$ cat src/rtl/core/rspe_pkg.sv
`default_nettype none
// ----------------------------------------------------------------------------
// RS(255,223) parity encoder package
// Field arithmetic, generator coefficients, action codes and shared types.
// ----------------------------------------------------------------------------
package rspe_pkg;

   localparam int PARITY_COUNT = 32;
   localparam int HALF_COUNT   = PARITY_COUNT / 2;
   localparam int INDEX_WIDTH  = $clog2(PARITY_COUNT);
   localparam logic [INDEX_WIDTH-1:0] LAST_INDEX = INDEX_WIDTH'(PARITY_COUNT - 1);
   localparam logic [8:0] GF_POLY = 9'h187;

   typedef enum logic [1:0] {
      ACT_ABSORB  = 2'd0,
      ACT_READOUT = 2'd1,
      ACT_CLEAR   = 2'd2,
      ACT_UNUSED  = 2'd3
   } action_type;

   typedef logic [PARITY_COUNT-1:0][7:0] parity_vec_type;

   typedef struct packed {
      logic       absorb;
      logic       clear;
      logic [7:0] data_byte;
   } lfsr_ctrl_type;

   localparam logic [7:0] GEN_LOG [HALF_COUNT+1] = '{
      8'd0, 8'd249, 8'd59, 8'd66, 8'd4, 8'd43, 8'd126, 8'd251, 8'd97,
      8'd30, 8'd3, 8'd213, 8'd50, 8'd66, 8'd170, 8'd5, 8'd24
   };

   function automatic logic [7:0] gf_mul(input logic [7:0] a, input logic [7:0] b);
      logic [8:0] x;
      logic [7:0] r;
      x = {1'b0, a};
      r = '0;
      for (int i = 0; i < 8; i++) begin
         if (b[i]) begin
            r = r ^ x[7:0];
         end
         x = {x[7:0], 1'b0};
         if (x[8]) begin
            x = x ^ GF_POLY;
         end
      end
      return r;
   endfunction

   function automatic logic [7:0] gf_alpha_pow(input logic [7:0] e);
      logic [7:0] r;
      r = 8'd1;
      for (int i = 0; i < 255; i++) begin
         if (i < int'(e)) begin
            r = gf_mul(r, 8'd2);
         end
      end
      return r;
   endfunction

   function automatic parity_vec_type gen_coef_table();
      parity_vec_type c;
      int k;
      for (int j = 0; j < PARITY_COUNT; j++) begin
         k = (j <= HALF_COUNT) ? j : PARITY_COUNT - j;
         c[j] = gf_alpha_pow(GEN_LOG[k]);
      end
      return c;
   endfunction

   localparam parity_vec_type GEN_COEF = gen_coef_table();

endpackage
`default_nettype wire

$ cat src/rtl/core/rspe_if.sv
`default_nettype none
// ----------------------------------------------------------------------------
// RS(255,223) parity encoder channels
// Valid/ready channels for the request and the parity response.
// ----------------------------------------------------------------------------
interface rspe_req_if
   import rspe_pkg::*;
   ();
   logic       valid;
   logic       ready;
   logic [1:0] action;
   logic [7:0] data_byte;

   modport source (output valid, output action, output data_byte, input ready);
   modport sink   (input valid, input action, input data_byte, output ready);
endinterface

interface rspe_rsp_if
   import rspe_pkg::*;
   ();
   logic                   valid;
   logic                   ready;
   logic [7:0]             parity_byte;
   logic [INDEX_WIDTH-1:0] parity_index;
   logic                   last;

   modport source (output valid, output parity_byte, output parity_index, output last,
                   input ready);
   modport sink   (input valid, input parity_byte, input parity_index, input last,
                   output ready);
endinterface
`default_nettype wire

$ cat src/rtl/core/rspe_lfsr.sv
`default_nettype none
// ----------------------------------------------------------------------------
// RS(255,223) parity shift register
// Absorbs one byte per cycle into the 32-entry parity register; clear zeroes it.
// ----------------------------------------------------------------------------
module rspe_lfsr
   import rspe_pkg::*;
(
   input  wire logic           clock,
   input  wire logic           reset,
   input  wire lfsr_ctrl_type  ctrl,
   output parity_vec_type      parity
);

   parity_vec_type parity_ff;
   parity_vec_type parity_in;
   logic [7:0]     feedback;

   assign feedback = ctrl.data_byte ^ parity_ff[0];

   always_comb begin
      parity_in = parity_ff;
      if (ctrl.clear) begin
         parity_in = '0;
      end else if (ctrl.absorb) begin
         for (int j = 0; j < PARITY_COUNT - 1; j++) begin
            parity_in[j] = parity_ff[j+1] ^ gf_mul(feedback, GEN_COEF[j+1]);
         end
         parity_in[PARITY_COUNT-1] = feedback;
      end
   end

   always_ff @(posedge clock) begin
      if (reset) begin
         parity_ff <= '0;
      end else begin
         parity_ff <= parity_in;
      end
   end

   assign parity = parity_ff;

endmodule
`default_nettype wire

$ cat src/rtl/core/rspe_drain.sv
`default_nettype none
// ----------------------------------------------------------------------------
// RS(255,223) parity readout
// Holds a snapshot of the parities and sends them one per transfer.
// ----------------------------------------------------------------------------
module rspe_drain
   import rspe_pkg::*;
(
   input  wire logic            clock,
   input  wire logic            reset,
   input  wire logic            load,
   input  wire parity_vec_type  snapshot,
   output logic                 free,
   rspe_rsp_if.source           rsp_bus
);

   parity_vec_type         shift_ff;
   parity_vec_type         shift_in;
   logic [INDEX_WIDTH-1:0] idx_ff;
   logic [INDEX_WIDTH-1:0] idx_in;
   logic                   busy_ff;
   logic                   busy_in;
   logic                   transfer;

   assign transfer = busy_ff & rsp_bus.ready;
   assign free     = ~busy_ff | (transfer & (idx_ff == LAST_INDEX));

   always_comb begin
      shift_in = shift_ff;
      idx_in   = idx_ff;
      busy_in  = busy_ff;
      if (load) begin
         shift_in = snapshot;
         idx_in   = '0;
         busy_in  = 1'b1;
      end else if (transfer) begin
         shift_in = {8'h00, shift_ff[PARITY_COUNT-1:1]};
         idx_in   = idx_ff + 1'b1;
         busy_in  = (idx_ff != LAST_INDEX);
      end
   end

   always_ff @(posedge clock) begin
      if (reset) begin
         busy_ff <= 1'b0;
         idx_ff  <= '0;
      end else begin
         busy_ff <= busy_in;
         idx_ff  <= idx_in;
      end
      shift_ff <= shift_in;
   end

   assign rsp_bus.valid        = busy_ff;
   assign rsp_bus.parity_byte  = shift_ff[0];
   assign rsp_bus.parity_index = idx_ff;
   assign rsp_bus.last         = (idx_ff == LAST_INDEX);

endmodule
`default_nettype wire

$ cat src/rtl/core/reed_solomon_parity_encoder.sv
`default_nettype none
// ----------------------------------------------------------------------------
// RS(255,223) parity encoder
// Systematic CCSDS Reed-Solomon encoder over GF(256), conventional basis.
// ----------------------------------------------------------------------------
// Requests arrive on req_bus with an action and a data byte. Absorb folds the
// byte into the 32-entry parity register, clear zeroes it, and readout sends
// all 32 parities on rsp_bus, entry 0 first, with last set on the final one,
// and then zeroes the register. The unused action code is dropped.
// A request is registered on transfer. An absorb or clear request is processed
// in the next cycle, so one is taken every cycle while no readout is pending.
// A readout copies the parity register into a separate readout buffer, which
// then offers the parities one per cycle while the receiver keeps ready high.
// Absorbing for the next frame continues while the buffer drains; a second
// readout waits in the request register until the buffer has sent its last
// parity.
// When the receiver stalls, the buffer holds its data and a pending readout
// holds off further requests. Reset zeroes the parity register and empties
// the request register and the readout buffer.
// ----------------------------------------------------------------------------
module reed_solomon_parity_encoder
   import rspe_pkg::*;
(
   input  wire logic   clock,
   input  wire logic   reset,
   rspe_req_if.sink    req_bus,
   rspe_rsp_if.source  rsp_bus
);

   logic          in_valid_ff;
   logic          in_valid_in;
   action_type    in_action_ff;
   logic [7:0]    in_byte_ff;
   logic          req_transfer;
   logic          fire;
   logic          drain_free;
   lfsr_ctrl_type ctrl;
   parity_vec_type parity;

   assign fire = in_valid_ff & ((in_action_ff != ACT_READOUT) | drain_free);
   assign req_bus.ready = ~in_valid_ff | fire;
   assign req_transfer  = req_bus.valid & req_bus.ready;

   always_comb begin
      in_valid_in = in_valid_ff;
      if (req_transfer) begin
         in_valid_in = 1'b1;
      end else if (fire) begin
         in_valid_in = 1'b0;
      end
   end

   always_ff @(posedge clock) begin
      if (reset) begin
         in_valid_ff <= 1'b0;
      end else begin
         in_valid_ff <= in_valid_in;
      end
      if (req_transfer) begin
         in_action_ff <= action_type'(req_bus.action);
         in_byte_ff   <= req_bus.data_byte;
      end
   end

   always_comb begin
      ctrl.absorb    = fire & (in_action_ff == ACT_ABSORB);
      ctrl.clear     = fire & ((in_action_ff == ACT_READOUT) |
                               (in_action_ff == ACT_CLEAR));
      ctrl.data_byte = in_byte_ff;
   end

   rspe_lfsr u_lfsr (
      .clock  (clock),
      .reset  (reset),
      .ctrl   (ctrl),
      .parity (parity)
   );

   rspe_drain u_drain (
      .clock    (clock),
      .reset    (reset),
      .load     (fire & (in_action_ff == ACT_READOUT)),
      .snapshot (parity),
      .free     (drain_free),
      .rsp_bus  (rsp_bus)
   );

endmodule
`default_nettype wire

$ cat src/flat_wrapper.sv
// flat-port wrapper written by rule: the top's interface ports become plain ports
module reed_solomon_parity_encoder_flat import rspe_pkg::*;
  (clock, reset, req_bus_valid, req_bus_action, req_bus_data_byte, req_bus_ready, rsp_bus_valid, rsp_bus_parity_byte, rsp_bus_parity_index, rsp_bus_last, rsp_bus_ready);
  rspe_req_if req_bus_i ();
  rspe_rsp_if rsp_bus_i ();
  input  wire logic clock;
  input  wire logic reset;
  input wire logic [$bits(req_bus_i.valid)-1:0] req_bus_valid;
  input wire logic [$bits(req_bus_i.action)-1:0] req_bus_action;
  input wire logic [$bits(req_bus_i.data_byte)-1:0] req_bus_data_byte;
  output wire logic [$bits(req_bus_i.ready)-1:0] req_bus_ready;
  output wire logic [$bits(rsp_bus_i.valid)-1:0] rsp_bus_valid;
  output wire logic [$bits(rsp_bus_i.parity_byte)-1:0] rsp_bus_parity_byte;
  output wire logic [$bits(rsp_bus_i.parity_index)-1:0] rsp_bus_parity_index;
  output wire logic [$bits(rsp_bus_i.last)-1:0] rsp_bus_last;
  input wire logic [$bits(rsp_bus_i.ready)-1:0] rsp_bus_ready;
  assign req_bus_i.valid = req_bus_valid;
  assign req_bus_i.action = req_bus_action;
  assign req_bus_i.data_byte = req_bus_data_byte;
  assign req_bus_ready = req_bus_i.ready;
  assign rsp_bus_valid = rsp_bus_i.valid;
  assign rsp_bus_parity_byte = rsp_bus_i.parity_byte;
  assign rsp_bus_parity_index = rsp_bus_i.parity_index;
  assign rsp_bus_last = rsp_bus_i.last;
  assign rsp_bus_i.ready = rsp_bus_ready;
  reed_solomon_parity_encoder u_core (.clock(clock), .reset(reset), .req_bus(req_bus_i), .rsp_bus(rsp_bus_i));
endmodule
$ cat config.mk
export PLATFORM = sky130hd
export DESIGN_NAME = reed_solomon_parity_encoder_flat
export DESIGN_NICKNAME = d
export VERILOG_FILES = /design/src/rtl/core/rspe_pkg.sv /design/src/rtl/core/rspe_if.sv /design/src/rtl/core/rspe_lfsr.sv /design/src/rtl/core/rspe_drain.sv /design/src/rtl/core/reed_solomon_parity_encoder.sv /design/src/flat_wrapper.sv
export SDC_FILE = /design/constraint.sdc
export NUM_CORES = 1
export LEC_CHECK = 0
export ABC_CLOCK_PERIOD_IN_PS = 18600
export BUFFER_PORTS_ARGS = -buffer_cell sky130_fd_sc_hd__buf_2
export CORE_MARGIN = 1.5
export CORE_UTILIZATION = 50
export DETAILED_ROUTE_END_ITERATION = 16
export PLACE_DENSITY = 0.68
export SYNTH_ARGS = -nofsm -noshare
export SYNTH_HDL_FRONTEND = slang
export SYNTH_SLANG_ARGS = --single-unit
$ cat constraint.sdc
create_clock -name clock -period 18.6 [get_ports clock]
set_clock_uncertainty 0.2 [all_clocks]
set_input_delay 0.93 -clock clock [delete_from_list [all_inputs] [get_ports clock]]
set_output_delay 0.93 -clock clock [all_outputs]
set_load 0.05 [all_outputs]
Yosys cells after proc, flatten, opt, wreduce, memory -nomap -nowiden
Cells that the tools add are included.
{"block": "op_classes", "add_sub_neg": 1, "reduce_logical": 5, "n_bitwise": 82, "eq_ne": 5, "mux": 97}
{"cell": "2-to-1 mux 8 bit", "n": 91}
{"cell": "2-to-1 mux 256 bit", "n": 2}
{"cell": "bitwise XOR 8 bit", "n": 62}
{"cell": "inverter 4 bit", "n": 7}
{"cell": "AND 1 bit", "n": 7}
{"cell": "adder 5 x 1 -> 5 bit (second input constant)", "n": 1}
{"cell": "equality test 5 bit (second input constant)", "n": 1}
{"cell": "inequality test 5 bit (second input constant)", "n": 1}
{"cell": "2-to-1 mux 1 bit", "n": 4}
{"cell": "bitwise OR 1 bit", "n": 4}
{"cell": "nonzero test 2 bit", "n": 2}
{"cell": "OR reduction 2 bit", "n": 2}
{"cell": "equality test 2 x 1 -> 1 bit (second input constant)", "n": 1}
{"cell": "equality test 2 bit (second input constant)", "n": 1}
{"cell": "logical NOT 2 bit", "n": 1}
{"cell": "inequality test 2 x 1 -> 1 bit (second input constant)", "n": 1}
{"cell": "inverter 1 bit", "n": 2}
{"block": "totals", "input_bits": 14, "elab_cells": 259, "ff_bits": 529, "output_inout_bits": 16}

Depth between registers and ports, before layout
{"block": "logic_depth", "depth_word": 36, "ltp_mapped": 11, "ltp_nobuf": 9}

By module
A second synthesis with hierarchy kept.
{"block": "unflattened", "cells_unflattened": 1846, "hier_area_um2": 24917.6}
{"module": "rspe_lfsr", "instances": 1, "seq_area_each_um2": 5124.9, "cells_per_inst": 1243, "area_per_inst_um2": 12605.8}
{"module": "rspe_drain", "instances": 1, "seq_area_each_um2": 7807.5, "cells_per_inst": 580, "area_per_inst_um2": 11891.4}
{"module": "reed_solomon_parity_encoder", "instances": 1, "seq_area_each_um2": 320.3, "cells_per_inst": 23, "area_per_inst_um2": 420.4}

Worst setup path before layout
Ideal clock, no wire load.
{"block": "synth_timing", "path_type": "register to register", "from": "register u_core.u_drain.idx_ff[0] (netlist: u_core.u_drain.rsp_bus.parity_index[0])", "to": "register u_core.u_drain.shift_ff, in the netlist u_core.u_drain.rsp_bus.parity_byte[0], enable pin", "t_required_ps": 17173, "path_stages_with_launch": 6, "setup_slack_ps": -2482, "setup_time_ps": 1227, "path_buffers": 0, "arrival_time_ps": 19655, "synth_period_minus_slack_ps": 21082, "path_cell_list": "dfxtp_1 > ha_1 > and3_1 > ha_1 > a21boi_1 > o21ai_0"}
{"block": "synth_between", "elab_chain_cells": 7}
{"element": "start: declaration", "line": "rspe_drain.sv:19", "text": "logic [INDEX_WIDTH-1:0] idx_ff;"}
{"element": "start signal: assignment", "line": "rspe_drain.sv:49", "text": "idx_ff <= idx_in;"}
{"element": "equality test 5 bit"}
{"element": "via rsp_bus_last", "line": "flat_wrapper.sv:15", "text": "output wire logic [$bits(rsp_bus_i.last)-1:0] rsp_bus_last;"}
{"element": "AND 1 bit", "line": "rspe_drain.sv:26", "text": "assign free = ~busy_ff | (transfer & (idx_ff == LAST_INDEX));"}
{"element": "bitwise OR 1 bit", "line": "rspe_drain.sv:26"}
{"element": "bitwise OR 1 bit", "line": "reed_solomon_parity_encoder.sv:40", "text": "assign fire = in_valid_ff & ((in_action_ff != ACT_READOUT) | drain_free);"}
{"element": "AND 1 bit", "line": "reed_solomon_parity_encoder.sv:40"}
{"element": "AND 1 bit", "line": "reed_solomon_parity_encoder.sv:82", "text": ".load (fire & (in_action_ff == ACT_READOUT)),"}
{"element": "nonzero test 2 bit (no line)"}
{"element": "end signal: assignment", "line": "rspe_drain.sv:51", "text": "shift_ff <= shift_in;"}
{"element": "end: declaration", "line": "rspe_drain.sv:17", "text": "parity_vec_type shift_ff;"}
The timed path passes the listed nets, and every way through them passes these cells.
A chain may end at the register's enable or synchronous reset.

Worst setup path after layout
{"block": "layout_timing", "from": "register u_core.u_drain.idx_ff[0] (netlist: u_core.u_drain.rsp_bus.parity_index[0])", "to": "register u_core.u_lfsr.parity_ff, in the netlist u_core.u_lfsr.parity[133]"}
{"block": "layout_between", "elab_chain_cells": 7, "elab_cells_between_ends": 8, "cone_classes": "eq/ne: 1; bitwise: 6; reduce/logical: 1"}
{"element": "equality test 5 bit (*)", "line": "rspe_drain.sv:26"}
{"element": "AND 1 bit (*)", "line": "rspe_drain.sv:26"}
{"element": "bitwise OR 1 bit (*)", "line": "rspe_drain.sv:26"}
{"element": "bitwise OR 1 bit (*)", "line": "reed_solomon_parity_encoder.sv:40"}
{"element": "AND 1 bit (*)", "line": "reed_solomon_parity_encoder.sv:40"}
{"element": "AND 1 bit", "line": "reed_solomon_parity_encoder.sv:67", "text": "ctrl.clear = fire & ((in_action_ff == ACT_READOUT) |"}
{"element": "OR reduction 2 bit (no line)"}
{"element": "end signal: assignment", "line": "rspe_lfsr.sv:37", "text": "parity_ff <= parity_in;"}
{"element": "end: declaration", "line": "rspe_lfsr.sv:15", "text": "parity_vec_type parity_ff;"}
Mark *: on every way between the ends. The rest lies on a longest branch, timed or not.

==> results by stage <==
Run status:
- The flow ran to the end, and the final reports show no timing, DRC or antenna violations.

Worst hold path:
- The worst hold path class is reg -> reg.

Clocking:
- The clock buffer count from CTS is 54.
- The number of post-CTS setup repair buffers is 0.
- TritonCTS built the clock tree.
- The clock root buffer is sky130_fd_sc_hd__clkbuf_16.
- The number of cells upsized or downsized after cts is 0.
- After clock tree synthesis, the flow added hold-fix buffers numbering 0.
- The longest clock path from root to sink contains 3 buffers.
- In this run the number of H-tree levels came out at 2.
- The number of clock sinks is 529.
- Clock-pin slew was measured on the worst setup and hold paths at 0.06 ns.
- The clock insertion delay at the later pin of the skew report is 0.60 ns.

Place:
- After legalization and detailed placement, the total HPWL measured 29300 um.
- The number of input and output port buffers inserted is 29.
- At the end of routability-driven placement, the weighted congestion stood at 0.770.

STA:
- In this run the tightest slew margin relative to its limit is 20.7%.
- The count of final hold-check violations is 0.
- For the finished layout, the period the worst path requires is 4.79 ns.
- Setup total negative slack on the finished layout was measured at 0 ns.
- The slew of the pin with the lowest slew margin is 1.18 ns.
- The final-report setup violation count is 0.
- The max-slew violation count is 0.
- Of the available clock period, the critical path in the final layout requires 25.8%.
- The highest clock frequency the design can meet is 209 MHz.
- Setup repair after global routing left no endpoint under its margin.

Cells and area:
- From synthesis to final layout, the design area changed by 10.4%.
- In the layout the commonest cells are 328 x sky130_fd_sc_hd__nand2_1, 280 x sky130_fd_sc_hd__xnor2_1, 266 x sky130_fd_sc_hd__edfxtp_1.
- The final cell utilization of the core is 55.9%.
- Leaving out fill and tap cells, the most frequent cell in the layout is sky130_fd_sc_hd__nand2_1.
- Cells with a size suffix above 1 make up 20.9% of the layout.
- The filler cell count is 3873.
- 0 antenna diodes ended up in the layout.
- The number of nets in the layout is 2009.

Route:
- The post-detailed-route via-to-cell ratio is approximately 5.4.
- The number of search-and-repair iterations in the first detailed-routing pass is 7.
- Detailed routing inserted a total of 14300 vias.
- Summed over all layers, the routed wires come to between 50000 and 60000 um.
- The number of nets still failing antenna checks after routing is 0.
- The routed wire length per instance is 19.3 um.
- After the first detailed-routing iteration, the DRC count stood at 1105.
- The count of unresolved DRC violations after routing is 0.

Power and ir drop:
- The power per cell area is 111 nW/um2.
- Across the VDD grid, the largest voltage drop is between 0.00007 and 0.00008 V.
- The static leakage power is 8.50 nW.

GRT:
- The largest net degree at the start of global routing is 169.
- The first-pass GRT wire length is 80800 um.
- The number of global-route vias before repair is ~14000.
- The initial antenna violation count was 0.
- For this run, the total global-route usage over all layers was measured as 21.5%.
- Global routing finished with a remaining overflow of 0.

Critical path:
- The data required time at the worst endpoint is roughly 19 ns.
- STA puts the critical path data arrival time at between 5 and 6 ns.
- The critical path is of the reg -> reg type.
- The endpoint type of the worst setup path is a register.
- The kind of start point of the critical path is a register.
- The maximum fanout encountered on the critical timing path is 78.

Floorplanning:
- The region available for standard cell placement spans around 46000 um2.
- The overall die area is 48400 um2.
- The die is 220 um tall.
- Once the floorplan was initialized, standard cells occupied 50.6% of the core.
- 30 I/O pins were placed.
- The row count is 79.
- The floorplan die width is 220 um.

Synthesis:
- The total nets after synthesis is 2029.
- After synthesis, the cell types taking the most area are sky130_fd_sc_hd__edfxtp_1 34%, sky130_fd_sc_hd__dfxtp_1 22%, sky130_fd_sc_hd__mux2_2 12%.
- Counting distinct cell types in the post-synthesis netlist gives 39.
- The part of the Yosys area used for sequential elements is 56.3%.
- The area share of the largest cell type after synthesis is 34.0%.
- The count of warnings emitted by yosys is 0.
- Counting flops and latches in the post-synthesis netlist gives approximately 530.
- The mean instance size in the synthesized netlist is 11.7 um2.
- The biggest area contributor in the post-synthesis netlist is sky130_fd_sc_hd__edfxtp_1.
- The gate count after technology mapping is 2011.
- Summing every instance area after synthesis gives 23500 um2.

Run:
- Max-cap violations in this run came to 0.
==> layout make-up <==
| class | instances | area (um2) | area share, % |
|---|---|---|---|
| well taps | 607 | 759 | 2.93 |
| repair buffers | 58 | 375 | 1.45 |
| clock buffers | 87 | 1680 | 6.46 |
| inverters | 3 | 11.3 | 0.0434 |
| clock inverters | 14 | 118 | 0.453 |
| multi-input cells | 1345 | 9770 | 37.6 |
| flip-flops and latches | 529 | 13300 | 51.0 |
==> per-stage QoR <==
stage               cell area [um2]  worst slack, ns  instances  hold WS [ns]  power [W]
detailed placement            24200            13.83       2542         0.268    0.00182
finish                        26000            13.81       2643         0.275    0.00289
floorplan                     23500             4.44       2011         0.253    0.00171
CTS                           26000            13.88       2643         0.276    0.00291
global route                  26000            13.48       2643         0.287    0.00300
global placement              24200            13.87       2542         0.260    0.00182
==> cells by family (layout without fill, tap and decap cells) <==
kind of cell             Yosys count  count (layout)  share of synthesized area, %
flip-flops                       529             529                          56.3
AND/OR/NAND/NOR                  458             458                          7.52
XOR/XNOR                         371             371                          15.3
AO/OA/AOI/OAI                    262             262                          6.17
multiplexers                     250             250                          12.0
buffers and inverters            137             162                          2.46
adder cells (fa/ha/maj)            4               4                         0.213
==> state kept, by name, indices dropped and copies added, names as in the netlist <==
name	cells
u_core.in_byte_ff	8
u_core.u_drain.shift_ff	248
u_core.u_drain.rsp_bus.parity_index	5
u_core.u_drain.rsp_bus.valid	1
u_core.u_lfsr.parity	256
u_core.in_valid_ff	1
u_core.u_drain.rsp_bus.parity_byte	8
u_core.in_action_ff	2
==> worst max-delay path, cell delays in order, from the launching register on <==
cell,delay [ns]
sky130_fd_sc_hd__dfxtp_1,0.35
sky130_fd_sc_hd__ha_1,0.22
sky130_fd_sc_hd__and3_1,0.18
sky130_fd_sc_hd__ha_1,0.19
sky130_fd_sc_hd__a21boi_1,0.55
sky130_fd_sc_hd__a21boi_0,0.40
sky130_fd_sc_hd__nand2_4,0.72
sky130_fd_sc_hd__buf_4,0.64
sky130_fd_sc_hd__buf_4,0.72
sky130_fd_sc_hd__nor2_1,0.12
sky130_fd_sc_hd__a21oi_1,0.16
sky130_fd_sc_hd__nor2_1,0.06
==> where the power goes <==
| group | internal [W] | switching [W] |
|---|---|---|
| registers | 0.00126 | 0.0000236 |
| clock network | 0.000641 | 0.000449 |
| logic | 0.000217 | 0.000294 |
| total | 0.00212 | 0.000767 |
==> metal layers <==
layer / GRT usage (%) / routed length, um
met1: 28.8 / 23000
met2: 35.4 / 23900
met3: 4.06 / 2850
met4: 6.64 / 1160
met5: 0 / 0
==> worst paths after layout <==
path,from,end,slack [ns],cells past startpoint
setup / recovery,u_core.u_drain.rsp_bus.parity_index[0],u_core.u_lfsr.parity[133],13.81,11
hold / removal,u_core.u_lfsr.parity[23],u_core.u_lfsr.parity[23],0.28,2
setup reg to reg,u_core.u_drain.rsp_bus.parity_index[0],u_core.u_lfsr.parity[133],13.81,11
hold reg to reg,u_core.u_lfsr.parity[23],u_core.u_lfsr.parity[23],0.28,2
==> Yosys cell counts <==
cell type,count
sky130_fd_sc_hd__o21ai_0,1
sky130_fd_sc_hd__and3_1,1
sky130_fd_sc_hd__xnor3_2,1
sky130_fd_sc_hd__xnor2_2,12
sky130_fd_sc_hd__buf_1,15
sky130_fd_sc_hd__buf_6,1
sky130_fd_sc_hd__dfxtp_1,263
sky130_fd_sc_hd__a31oi_1,1
sky130_fd_sc_hd__xor2_1,58
sky130_fd_sc_hd__o21a_1,2
sky130_fd_sc_hd__xor2_2,3
sky130_fd_sc_hd__xnor3_4,1
sky130_fd_sc_hd__o21ba_2,1
sky130_fd_sc_hd__buf_4,11
sky130_fd_sc_hd__edfxtp_1,266
sky130_fd_sc_hd__a21oi_1,170
sky130_fd_sc_hd__a21boi_0,1
sky130_fd_sc_hd__nor4b_1,2
sky130_fd_sc_hd__xor3_1,1
sky130_fd_sc_hd__nand3_1,5
sky130_fd_sc_hd__nand2_1,330
sky130_fd_sc_hd__ha_1,4
sky130_fd_sc_hd__a21o_1,1
sky130_fd_sc_hd__nor3_1,7
sky130_fd_sc_hd__xnor2_1,283
sky130_fd_sc_hd__mux2i_1,2
sky130_fd_sc_hd__xnor2_4,3
sky130_fd_sc_hd__nor2_1,104
sky130_fd_sc_hd__xor2_4,4
sky130_fd_sc_hd__inv_1,3
sky130_fd_sc_hd__a211oi_1,6
sky130_fd_sc_hd__o22ai_1,76
sky130_fd_sc_hd__clkbuf_1,95
sky130_fd_sc_hd__a21boi_1,1
sky130_fd_sc_hd__xnor3_1,5
sky130_fd_sc_hd__mux2_2,248
sky130_fd_sc_hd__a311o_2,2
sky130_fd_sc_hd__and2_1,9
sky130_fd_sc_hd__buf_2,12
Power figures use the tool's default switching activity.
